==> config.mk <==
export PLATFORM = sky130hd
export DESIGN_NAME = rspe_obuf
export DESIGN_NICKNAME = d
export VERILOG_FILES = /design/src/rtl/core/reed_solomon_parity_encoder_core_assert.svh /design/src/rtl/core/rspe_pkg.sv /design/src/rtl/core/rspe_obuf.sv
export SDC_FILE = /design/constraint.sdc
export NUM_CORES = 1
export LEC_CHECK = 0
export BUFFER_PORTS_ARGS = -buffer_cell sky130_fd_sc_hd__buf_2
export CORE_UTILIZATION = 55
export DETAILED_ROUTE_END_ITERATION = 10
export MAX_ROUTING_LAYER = met4
export PLACE_DENSITY = 0.91
export RECOVER_POWER = 50
export SYNTH_ARGS = -nofsm -noshare
export SYNTH_HDL_FRONTEND = slang
export SYNTH_SLANG_ARGS = --single-unit
==> constraint.sdc <==
create_clock -name clk -period 21.3 [get_ports clk]
set_input_delay 3.195 -clock clk [delete_from_list [all_inputs] [get_ports clk]]
set_output_delay 3.195 -clock clk [all_outputs]
set_load 0.03 [all_outputs]
==> src/rtl/core/reed_solomon_parity_encoder_core_assert.svh <==
// Assertion macros for the encoder core RTL.
`ifndef REED_SOLOMON_PARITY_ENCODER_CORE_ASSERT_SVH
`define REED_SOLOMON_PARITY_ENCODER_CORE_ASSERT_SVH

// Clocked assertion, muted while reset is high.
`define RSPE_ASSERT(label, clk, rst, prop, msg) \
  label: assert property (@(posedge clk) disable iff (rst) prop) \
    else $error(msg);

// Clocked assertion that also holds through reset.
`define RSPE_ASSERT_ALWAYS(label, clk, prop, msg) \
  label: assert property (@(posedge clk) prop) \
    else $error(msg);

`endif

==> src/rtl/core/rspe_pkg.sv <==
`default_nettype none

package rspe_pkg;

  localparam int FIELD_SIZE  = 256;
  localparam int FIELD_ORDER = FIELD_SIZE - 1;

  localparam int DEF_MAX_CHECK_PAIRS = 16;
  localparam int DEF_FIELD_POLY      = 285;

  localparam int DATA_W     = 8;
  localparam int CP_W       = 5;
  localparam int IDX_OUT_W  = 5;
  localparam int CFG_IDX_W  = 2;
  localparam int CFG_DATA_W = 8;

  localparam logic [CFG_IDX_W-1:0] CFG_CHECK_PAIRS    = 2'd0;
  localparam logic [CFG_IDX_W-1:0] CFG_FIRST_ROOT     = 2'd1;
  localparam logic [CFG_IDX_W-1:0] CFG_MESSAGE_LENGTH = 2'd2;

  localparam logic [CP_W-1:0]   RST_CHECK_PAIRS    = 5'd16;
  localparam logic [DATA_W-1:0] RST_FIRST_ROOT     = 8'd0;
  localparam logic [DATA_W-1:0] RST_MESSAGE_LENGTH = 8'd223;

  typedef enum logic [1:0] {
    GEN_IDLE,
    GEN_ROOT,
    GEN_COEF
  } gen_state_t;

  typedef struct packed {
    logic step;
    logic clear;
  } lfsr_ctrl_t;

  // GF(256) multiply, shift-and-add with reduction by poly.
  function automatic logic [7:0] gf_mul(input logic [7:0] a, input logic [7:0] b,
                                        input logic [8:0] poly);
    logic [8:0] x;
    logic [7:0] acc;
    x   = {1'b0, a};
    acc = 8'h00;
    for (int k = 0; k < 8; k++) begin
      if (b[k]) begin
        acc = acc ^ x[7:0];
      end
      x = {x[7:0], 1'b0};
      if (x[8]) begin
        x = x ^ poly;
      end
    end
    return acc;
  endfunction

endpackage

`default_nettype wire

==> src/rtl/core/rspe_obuf.sv <==
`default_nettype none

module rspe_obuf #(
  parameter int MAX_CHECK_PAIRS = rspe_pkg::DEF_MAX_CHECK_PAIRS,
  localparam int STAGES = 2 * MAX_CHECK_PAIRS,
  localparam int SW     = $clog2(MAX_CHECK_PAIRS + 1) + 1
) (
  input  wire logic                             clk,
  input  wire logic                             rst,
  input  wire logic                             load,
  input  wire logic [STAGES-1:0][7:0]           load_data,
  input  wire logic [SW-1:0]                    load_count,
  input  wire logic                             parity_ready,
  output logic                                  parity_valid,
  output logic [rspe_pkg::DATA_W-1:0]           parity_byte,
  output logic [rspe_pkg::IDX_OUT_W-1:0]        parity_index,
  output logic                                  last_parity
);
  import rspe_pkg::*;

  logic [STAGES-1:0][7:0]   hold;
  logic [SW-1:0]            remaining;
  logic [SW-1:0]            idx_full;
  logic [SW+IDX_OUT_W-1:0]  idx_wide;
  logic                     pop;

  assign parity_valid = (remaining != '0);
  assign pop          = parity_valid && parity_ready;
  assign idx_full     = remaining - SW'(1);
  assign idx_wide     = {{IDX_OUT_W{1'b0}}, idx_full};
  assign parity_byte  = hold[STAGES-1];
  assign parity_index = idx_wide[IDX_OUT_W-1:0];
  assign last_parity  = (remaining == SW'(1));

  always_ff @(posedge clk) begin
    if (rst) begin
      remaining <= '0;
    end else if (load) begin
      remaining <= load_count;
    end else if (pop) begin
      remaining <= remaining - SW'(1);
    end
  end

  always_ff @(posedge clk) begin
    if (load) begin
      hold <= load_data;
    end else if (pop) begin
      hold <= {hold[STAGES-2:0], 8'h00};
    end
  end

endmodule

`default_nettype wire

==> run metrics <==
status finished, violations left; failing checks capacitance limit, slew limit; routed via count 6161; total grt overflow 0; TNS Setup 0 ns; worst r2r dst hold[43]; routed len/inst 18.43 um; critical path depth in cells 4; insertion delay of the later-clocked pin in the worst-skew pair 0.54 ns; CP max stage delay 4.08 ns; Seq/Total Area, Yosys 69.79%; kind of cell adding the most delay to the critical path buffers and inverters; Fin. Hold Viols 0; die area 20910 um^2; clock slew at reported path FFs 0.06 ns; Required @ worst endpoint 21.45 ns; cts hold-fix bufs 0; global-route wire length before repair 31870 um; total power 0.001259 W; Num CTS Buffers 28; crit end category flop; Critical Path End hold[43]; Tmin final 11.50 ns; GR Util All Layers 20.86%; CTS root buffer clkbuf_16; worst path cell trace clkbuf_1, or2_0, buf_4, buf_4; Initial DRT Pass Iterations 6; die height 144.6 um; CP Data Arrival Time 11.65 ns; Initial Util 56.74%; initial DRC count 351; RSZ-0062 raised after global routing no; Area growth syn-to-layout 21.51%; Post-Syn Area per Cell 18.31 um^2; Post-Synth XOR/XNOR Area 0.2349%; vias in the first global route 6356; clk sinks 262; TritonCTS clock tree done; post-CTS setup repair buffer count 0; initial antenna violation count 2; Clock Skews 0.02118 ns; drt total wl 21570 um; mapped cell area 11190 um^2; share of post-route cells with drive strength above 1 61.13%; Worst Setup SP load; Slew HR -294.7%; largest family of logic cells by synthesized area multiplexers; PD cells 92.63 nW/um^2; R2R depth 6; Core ar. 19720 um^2; flip-flop and latch count after synthesis 262; Slew @ Worst Pin 5.921 ns; Post-Synth Adder-Cell Area 0.2237%; Filler Cell Count 1262; HPWL Detailed 14410 um; Syn Nets 879; Worst Setup Start Kind primary input; Max Clk Rate 86.94 MHz; Yosys warnings 0; Final ANT Viol Nets 0; Critical R2R Launch remaining[0]; CTS max path bufs 3; DRC Markers 0; Synth Area in Compound Gates 1.007%; post-synthesis mux area share 24.96%; worst hold path class reg -> reg; Simple-Gate Fraction of Synth Area 1.801%; Crit path buffers/inverters 3; Crit Path Category in -> reg; # resized after CTS 0; MaxCap Viol Count 4; Most common cell on crit path buf_4; max-slew violation count 323; Peak VDD IR 0.00007893 V; Netlist cell types 32; Slowest cell on crit path clkbuf_1; H-tree Lvls 1; quantity of I/O buffers inserted on ports 280; final setup vio count 0; Ports 281; pin count of the biggest net entering global routing 121; fin nets 1153; die width 144.6 um; R2R setup slack 15.64 ns; Vias/cell 5.266; cells after synthesis 611; Leak Pwr 5.266 nW; Worst Path Max Fanout 120; period utilization 54.00%; num rows 51; Final GP Congestion 0.8204
==> state kept, by name, indices dropped and copies added (netlist names) <==
register / cells
hold: 248
parity_byte: 8
remaining: 6
==> cells by family after synthesis <==
group / Yosys count
and+or+nand+nor: 36
xor gates and xnor gates: 3
AOI/OAI and AO/OA: 13
adders and majority gates: 2
DFF: 262
buffers and inverters: 47
muxes: 248
==> cell usage after synthesis <==
library cell / n / area, um^2
nand2_1: 4 / 15.01
xnor2_1: 1 / 8.760
ha_1: 2 / 25.02
o2111a_1: 1 / 11.26
nor4b_1: 1 / 8.760
a21boi_1: 1 / 7.510
buf_1: 1 / 3.750
o31ai_1: 1 / 7.510
buf_6: 2 / 22.52
o221ai_1: 1 / 8.760
nor2_1: 7 / 26.28
a2111oi_2: 1 / 15.01
edfxtp_1: 256 / 7687
dfxtp_1: 6 / 120.1
nand3b_1: 1 / 7.510
or2_1: 1 / 6.260
o21ai_1: 1 / 5.000
mux2_2: 248 / 2793
inv_1: 6 / 22.52
xor2_1: 2 / 17.52
and2_1: 9 / 56.30
a31o_2: 1 / 8.760
nand4_1: 2 / 12.51
nor4_1: 1 / 6.260
or3_1: 3 / 18.77
a311oi_1: 3 / 26.28
or3_2: 1 / 7.510
buf_4: 8 / 60.06
clkbuf_1: 30 / 112.6
nor3_1: 5 / 25.02
or4_4: 1 / 11.26
o211ai_1: 3 / 22.52
==> where the power goes <==
| group | switching [W] | internal, W | total [W] | leakage [nW] |
|---|---|---|---|---|
| Combinational | 0.0000621 | 0.0000734 | 0.000135 | 2.20 |
| Clock | 0.000192 | 0.000265 | 0.000456 | 0.420 |
| Sequential | 0.0000193 | 0.000648 | 0.000667 | 2.65 |
| Total | 0.000273 | 0.000986 | 0.00126 | 5.27 |
==> how the worst min path moves through the flow <==
stage / startpoint / slack, ns / cells after the start / end
floorplan: remaining[5] / 0.52 / 2 / remaining[4]
global placement: hold[127] / 0.53 / 1 / hold[135]
detailed placement: hold[118] / 0.53 / 1 / hold[126]
CTS: hold[118] / 0.53 / 1 / hold[126]
global route: hold[93] / 0.55 / 1 / hold[101]
finish: hold[93] / 0.54 / 1 / hold[101]
==> per-stage QoR <==
| stage | instance area, um^2 | setup WS [ns] | hold slack [ns] | utilization, % | instances |
|---|---|---|---|---|---|
| global placement | 12770 | 14.92 | 0.5259 | 64.77 | 1120 |
| finish | 13590 | 9.798 | 0.5391 | 68.94 | 1170 |
| global route | 13590 | 8.941 | 0.5471 | 68.94 | 1170 |
| detailed placement | 12770 | 14.88 | 0.5319 | 64.77 | 1120 |
| floorplan | 11190 | 11.42 | 0.5205 | - | 611 |
| CTS | 13630 | 15.44 | 0.5263 | 69.12 | 1168 |
==> metal layers <==
metal	global-route usage [%]	routed length, um	vias up
met1	23.96	8341	2946
met2	35.12	10860	241
li1	-	-	2929
met3	6.159	1839	45
met4	6.648	524	0
met5	-	0	-
==> cells in the final DEF (no fill, tap or decap), types with 2 or more instances in the layout <==
master	netlist	layout
a311oi_1	3	3
and2_0	0	5
and2_1	9	4
buf_2	0	268
buf_4	8	3
bufinv_16	0	2
clkbuf_1	30	19
clkbuf_16	0	28
clkinv_1	0	5
clkinv_2	0	5
dfxtp_1	6	6
diode_2	0	2
edfxtp_1	256	256
ha_1	2	2
inv_1	6	6
mux2_1	0	8
mux2_2	248	240
nand2_1	4	4
nand4_1	2	2
nor2_1	7	7
nor3_1	5	5
o211ai_1	3	3
or3_1	3	3
xor2_1	2	2
==> area by class of cell <==
class	count	area [um^2]	area share, %
antenna	2	5.005	0.03682
inverter	6	22.52	0.1657
timing repair buffer	285	1416	10.42
clock buffer	33	719.4	5.293
multi-input combinational	302	3152	23.19
sequential	262	7807	57.44
clock inverter	15	138.9	1.022
tap	265	331.6	2.439
(Power assumes the default switching activity.)
