===== src/rtl/core/reed_solomon_parity_encoder_core_assert.svh =====
// Assertion macros for the encoder core RTL.
`ifndef REED_SOLOMON_PARITY_ENCODER_CORE_ASSERT_SVH
`define REED_SOLOMON_PARITY_ENCODER_CORE_ASSERT_SVH

// Clocked assertion, muted while reset is high.
`define RSPE_ASSERT(label, clk, rst, prop, msg) \
  label: assert property (@(posedge clk) disable iff (rst) prop) \
    else $error(msg);

// Clocked assertion that also holds through reset.
`define RSPE_ASSERT_ALWAYS(label, clk, prop, msg) \
  label: assert property (@(posedge clk) prop) \
    else $error(msg);

`endif


===== src/rtl/core/rspe_pkg.sv =====
`default_nettype none

package rspe_pkg;

  localparam int FIELD_SIZE  = 256;
  localparam int FIELD_ORDER = FIELD_SIZE - 1;

  localparam int DEF_MAX_CHECK_PAIRS = 16;
  localparam int DEF_FIELD_POLY      = 285;

  localparam int DATA_W     = 8;
  localparam int CP_W       = 5;
  localparam int IDX_OUT_W  = 5;
  localparam int CFG_IDX_W  = 2;
  localparam int CFG_DATA_W = 8;

  localparam logic [CFG_IDX_W-1:0] CFG_CHECK_PAIRS    = 2'd0;
  localparam logic [CFG_IDX_W-1:0] CFG_FIRST_ROOT     = 2'd1;
  localparam logic [CFG_IDX_W-1:0] CFG_MESSAGE_LENGTH = 2'd2;

  localparam logic [CP_W-1:0]   RST_CHECK_PAIRS    = 5'd16;
  localparam logic [DATA_W-1:0] RST_FIRST_ROOT     = 8'd0;
  localparam logic [DATA_W-1:0] RST_MESSAGE_LENGTH = 8'd223;

  typedef enum logic [1:0] {
    GEN_IDLE,
    GEN_ROOT,
    GEN_COEF
  } gen_state_t;

  typedef struct packed {
    logic step;
    logic clear;
  } lfsr_ctrl_t;

  // GF(256) multiply, shift-and-add with reduction by poly.
  function automatic logic [7:0] gf_mul(input logic [7:0] a, input logic [7:0] b,
                                        input logic [8:0] poly);
    logic [8:0] x;
    logic [7:0] acc;
    x   = {1'b0, a};
    acc = 8'h00;
    for (int k = 0; k < 8; k++) begin
      if (b[k]) begin
        acc = acc ^ x[7:0];
      end
      x = {x[7:0], 1'b0};
      if (x[8]) begin
        x = x ^ poly;
      end
    end
    return acc;
  endfunction

endpackage

`default_nettype wire


===== src/rtl/core/rspe_gen.sv =====
`default_nettype none

module rspe_gen #(
  parameter int MAX_CHECK_PAIRS = rspe_pkg::DEF_MAX_CHECK_PAIRS,
  parameter int FIELD_POLY      = rspe_pkg::DEF_FIELD_POLY,
  localparam int STAGES = 2 * MAX_CHECK_PAIRS,
  localparam int SW     = $clog2(MAX_CHECK_PAIRS + 1) + 1
) (
  input  wire logic                          clk,
  input  wire logic                          rst,
  input  wire logic                          start,
  input  wire logic [rspe_pkg::CP_W-1:0]     check_pairs,
  input  wire logic [rspe_pkg::DATA_W-1:0]   first_root,
  input  wire logic [rspe_pkg::DATA_W-1:0]   message_length,
  output logic                               busy,
  output logic [STAGES-1:0][7:0]             coef,
  output logic [SW-1:0]                      active_stages,
  output logic [7:0]                         active_length
);
  import rspe_pkg::*;

  localparam int         TW   = SW - 1;
  localparam logic [8:0] POLY = 9'(FIELD_POLY);

  gen_state_t state, state_next;

  logic [7:0]              root;
  logic [7:0]              root_cnt;
  logic [SW-1:0]           coef_cnt;
  logic [STAGES-1:0][7:0]  h;
  logic [STAGES-1:0][7:0]  h_lower;
  logic [STAGES-1:0][7:0]  h_step;

  logic [TW-1:0] t_clamp;
  logic [SW-1:0] stages_clamp;
  logic [SW-1:0] offset;
  logic [8:0]    max_len;
  logic [7:0]    len_clamp;
  logic [7:0]    b0;

  logic load, root_step, coef_step;

  // clamp config
  always_comb begin
    if (check_pairs == '0) begin
      t_clamp = TW'(1);
    end else if (32'(check_pairs) > 32'(MAX_CHECK_PAIRS)) begin
      t_clamp = TW'(MAX_CHECK_PAIRS);
    end else begin
      t_clamp = TW'(check_pairs);
    end
    stages_clamp = {t_clamp, 1'b0};
    offset       = SW'(STAGES) - stages_clamp;
    max_len      = 9'(FIELD_ORDER) - 9'(stages_clamp);
    if (message_length == '0) begin
      len_clamp = 8'd1;
    end else if ({1'b0, message_length} > max_len) begin
      len_clamp = max_len[7:0];
    end else begin
      len_clamp = message_length;
    end
    b0 = (first_root == 8'(FIELD_ORDER)) ? 8'd0 : first_root;
  end

  // one root factor folded into all coefficients at once
  assign h_lower = {h[STAGES-2:0], 8'h00};

  always_comb begin
    for (int q = 0; q < STAGES; q++) begin
      h_step[q] = h_lower[q] ^ gf_mul(h[q], root, POLY);
    end
  end

  always_ff @(posedge clk) begin
    if (rst) begin
      state <= GEN_IDLE;
    end else begin
      state <= state_next;
    end
  end

  always_comb begin
    state_next = state;
    load       = 1'b0;
    root_step  = 1'b0;
    coef_step  = 1'b0;
    case (state)
      GEN_IDLE: begin
        if (start) begin
          load       = 1'b1;
          state_next = GEN_ROOT;
        end
      end
      GEN_ROOT: begin
        if (root_cnt == '0) begin
          state_next = GEN_COEF;
        end else begin
          root_step = 1'b1;
        end
      end
      GEN_COEF: begin
        if (coef_cnt == '0) begin
          state_next = GEN_IDLE;
        end else begin
          coef_step = 1'b1;
        end
      end
      default: begin
        state_next = GEN_IDLE;
      end
    endcase
  end

  assign busy = (state != GEN_IDLE);

  always_ff @(posedge clk) begin
    if (rst) begin
      active_stages <= SW'(STAGES);
      active_length <= 8'd1;
    end else if (load) begin
      active_stages <= stages_clamp;
      active_length <= len_clamp;
    end
  end

  always_ff @(posedge clk) begin
    if (load) begin
      root     <= 8'd1;
      root_cnt <= b0;
      coef_cnt <= stages_clamp;
      for (int q = 0; q < STAGES; q++) begin
        h[q] <= (SW'(q) == offset) ? 8'd1 : 8'd0;
      end
    end else if (root_step) begin
      root     <= gf_mul(root, 8'd2, POLY);
      root_cnt <= root_cnt - 8'd1;
    end else if (coef_step) begin
      h        <= h_step;
      root     <= gf_mul(root, 8'd2, POLY);
      coef_cnt <= coef_cnt - SW'(1);
    end
  end

  assign coef = h;

endmodule

`default_nettype wire


===== config.mk =====
export PLATFORM = sky130hd
export DESIGN_NAME = rspe_gen
export DESIGN_NICKNAME = d
export VERILOG_FILES = /design/src/rtl/core/reed_solomon_parity_encoder_core_assert.svh /design/src/rtl/core/rspe_pkg.sv /design/src/rtl/core/rspe_gen.sv
export SDC_FILE = /design/constraint.sdc
export NUM_CORES = 2
export LEC_CHECK = 0
export BUFFER_PORTS_ARGS = -buffer_cell sky130_fd_sc_hd__buf_2
export CORE_ASPECT_RATIO = 0.75
export CORE_UTILIZATION = 50
export CTS_CLUSTER_DIAMETER = 150
export DETAILED_ROUTE_END_ITERATION = 10
export HOLD_SLACK_MARGIN = 0.12
export PLACE_DENSITY = 0.7
export SETUP_SLACK_MARGIN = 0.5
export SYNTH_ARGS = -nofsm -noshare
export SYNTH_HDL_FRONTEND = slang
export SYNTH_SLANG_ARGS = --single-unit

===== constraint.sdc =====
create_clock -name clk -period 7.2 [get_ports clk]
set_input_delay 0.72 -clock clk [delete_from_list [all_inputs] [get_ports clk]]
set_output_delay 0.72 -clock clk [all_outputs]
set_load 0.03 [all_outputs]

==> summary by stage <==
Run status
The run finished with clean final reports.

STA
The clock skew is 0.0294 ns. In this run the tightest slew margin relative to its limit is 0.228. The setup-violating endpoint count in the final report is 0. The minimum clock period is 4.10 ns. Of the available clock period, the critical path in the final layout requires 0.570. The maximum operating frequency is 244 MHz. After routing, the total negative slack on setup checks comes to 0 ns. The max-slew violation count is 0. The worst-case hold slack is 0.397 ns. Setup repair after global routing left no endpoint under its margin. The hold violation count in the final report is 0. The measured slew at the worst slew-check pin is 1.16 ns.

Synth
The number of warnings printed during yosys synthesis is 0. The count of unique library cells instantiated by Yosys is 66. Synthesis produced a netlist with a net count of 6487. Counting flops and latches in the post-synthesis netlist gives 293. For this run, the register share of the synthesized area comes to 0.174.

The most used flip-flop cell after synthesis is sky130_fd_sc_hd__edfxtp_1. After synthesis, the share of flip-flops with an asynchronous set or reset is 0. The gate count after technology mapping is ~6.5k. After synthesis, the mean cell area works out to 7.64 um2. The synthesized design contains 269 enable-type register cells. The post-synthesis instance area is 49300 um2.

Setup path
For the worst setup path, the data arrival time is 4.36 ns. The number of buffers and inverters on the critical path is 1. STA classifies the critical path startpoint as a flip-flop.

The gate family responsible for the most delay along the worst path is flip-flops. The critical path is of the reg -> reg type. The cell that appears most often on the critical path is sky130_fd_sc_hd__xnor2_1. At the worst endpoint, the required time is between 7 and 8 ns. The maximum single-stage delay on the critical path is between 1 and 1.5 ns. On the critical path, the stage with the largest delay is an instance of sky130_fd_sc_hd__dfxtp_4. The largest driver fanout on the critical path is 69.

In this run the worst setup path begins at root[5]$_SDFFE_PP0N_. Traced cell by cell, the critical path runs through buf_4, mux2_2, a22oi_1, xnor2_1, xnor2_1, o22ai_1. The worst setup path is captured at a flip-flop. The worst register-to-register path begins at root[5]$_SDFFE_PP0N_.

GRT
Entering global routing, the biggest net connects 159 pins. The via count of the first global-routing pass came to roughly 40k. The first global-routing pass estimated 244 mm of wire.

The total track usage is 0.308. The number of antenna violations at the first check in global routing is 1. The residual overflow from global routing is 0.

Placed design
The weighted congestion at the end of routability-driven global placement is 0.888. The number of port buffers is 293. Summed over all nets, the half-perimeter wirelength after detailed placement is about 100 mm. Once placement completed, the tool counted placed cells totaling 7541.

Floorplanning
For this design the top-level I/O count stands at 295. The initial cell density of the core is 0.506. The die width is 365 um.

The floorplan step set the die height to 274 um. The number of rows created at floorplan is 99. The total area inside the core boundary comes to 97500 um2. The area of the die is roughly 100000 um2.

Detailed routing
The number of routed nets with antenna violations is 0. The routed via count is 42.7k. The mean number of vias per cell is 5.60. After detailed routing, the number of remaining DRC violations is 0. The DRC violation total after the first TritonRoute iteration is roughly 4.6k. In the final routed layout, each cell accounts on average for 20.6 um.

For this run, the detailed router's first-pass iteration total came to 6. The post-detailed-routing wire length is 157 mm.

Hold path
The class of the most critical hold timing path is in -> reg. The worst hold path begins at message_length[6].

Finish
Of the cells placed in the final design, the portion with a size suffix greater than 1 is 0.0830. The area added between synthesis and finish is 4.73%. In the final design database the tool counted 6304 nets. The number of fill cells is 9147. The share of the core filled with cells is 0.529.

The number of standard cells in the final layout excluding fillers is approximately 7.6k. The antenna diode count is 0.

Clock tree
The clock sink count is 293. The clock latency at the later pin of the worst-skew pair is roughly 0.62 ns. In this run the post-CTS setup repair buffer count came out at 0. The count of hold-fix buffers inserted at cts is 0.

The largest buffer count on any clock path is 3. The CTS tree is done. Clock tree synthesis inserted a total of 41 buffers. The depth of the CTS H-tree is 2. The root buffer cell is sky130_fd_sc_hd__clkbuf_16. The number of gates resized after CTS is 0.

The clock transition time at the flip-flop clock pins of the worst setup and hold paths is 0.07 ns.

Flow run
The number of maximum-capacitance violations is 0.
[cells by family after synthesis]
kind of cell / after synthesis / synth area share
buf+inv: 594 / 0.0550
other cells: 1 / 0.0000761
compound gates: 518 / 0.0645
fa+ha+maj: 9 / 0.00229
mux: 144 / 0.0304
simple gates: 2165 / 0.174
flops: 293 / 0.174
xor+xnor: 2730 / 0.500
[flip-flops by register name (all words and copies together), names as in the netlist]
name / flops
root: 8
coef_cnt: 6
coef: 256
state: 2
root_cnt: 8
active_length: 8
active_stages: 5
[path summary, 6_finish.rpt]
| kind | endpoint | slack [ns] | cells past startpoint |
|---|---|---|---|
| hold / removal | active_length[6]$_SDFFE_PP0P_ | 0.40 | 3 |
| setup reg to reg | coef[224]$_DFFE_PP_ | 3.10 | 6 |
| setup / recovery | coef[224]$_DFFE_PP_ | 3.10 | 6 |
| hold reg to reg | active_length[6]$_SDFFE_PP0P_ | 0.46 | 2 |
[Yosys cell counts, drive strengths merged, types with 20 or more instances]
| cell type | number | area share |
|---|---|---|
| inv | 29 | 0.0022 |
| o21ai | 145 | 0.015 |
| nor2b | 20 | 0.0025 |
| a21oi | 152 | 0.015 |
| buf | 397 | 0.040 |
| dfxtp | 24 | 0.0097 |
| a22oi | 139 | 0.021 |
| mux2 | 47 | 0.011 |
| nor2 | 374 | 0.028 |
| clkbuf | 167 | 0.013 |
| nand2b | 71 | 0.0090 |
| edfxtp | 269 | 0.16 |
| xor2 | 746 | 0.14 |
| nand2 | 1612 | 0.12 |
| mux2i | 97 | 0.020 |
| xnor2 | 1961 | 0.35 |
[final cells by class]
| class | count | area (um2) | area share |
|---|---|---|---|
| clock buffers | 55 | 1120 | 0.0217 |
| inverters | 30 | 115 | 0.00223 |
| multi-input cells | 5567 | 38100 | 0.738 |
| clock inverters | 20 | 178 | 0.00344 |
| repair buffers | 338 | 1900 | 0.0369 |
| well taps | 1313 | 1640 | 0.0318 |
| flip-flops and latches | 293 | 8590 | 0.166 |
[cells in the final DEF (no fill, tap or decap), drive strengths merged, types with 16 or more instances in the layout]
master  instances
xnor2        1961
nand2        1612
xor2          746
nor2          374
buf           338
edfxtp        269
a21oi         152
o21ai         145
a22oi         139
mux2i          97
nand2b         71
clkbuf         55
mux2           47
inv            32
dfxtp          24
nor2b          20
xnor3          17
nor3           16
[routing by layer]
metal / global-route usage / share of wire
met4: 0.101 / 0.032
met5: 0 / 0
met3: 0.0491 / 0.098
met2: 0.479 / 0.44
met1: 0.433 / 0.43
[worst register-to-register path: stages, from the launching register on]
cell and delay (ns):
sky130_fd_sc_hd__dfxtp_4 1.04, sky130_fd_sc_hd__buf_4 0.79, sky130_fd_sc_hd__mux2_2 0.43, sky130_fd_sc_hd__a22oi_1 0.25, sky130_fd_sc_hd__xnor2_1 0.13, sky130_fd_sc_hd__xnor2_1 0.76, sky130_fd_sc_hd__o22ai_1 0.34
[per-stage QoR]
stage | worst slack (ns) | instance area [um2]
2_1_floorplan | 2.21 | 49300
3_3_place_gp | 3.31 | 50300
3_5_place_dp | 3.30 | 50300
4_1_cts | 3.26 | 51600
5_1_grt | 3.14 | 51600
6_report | 3.10 | 51600
Power is not shown: default switching activity piles up to over one toggle a cycle in this logic, so the estimate is an artifact.
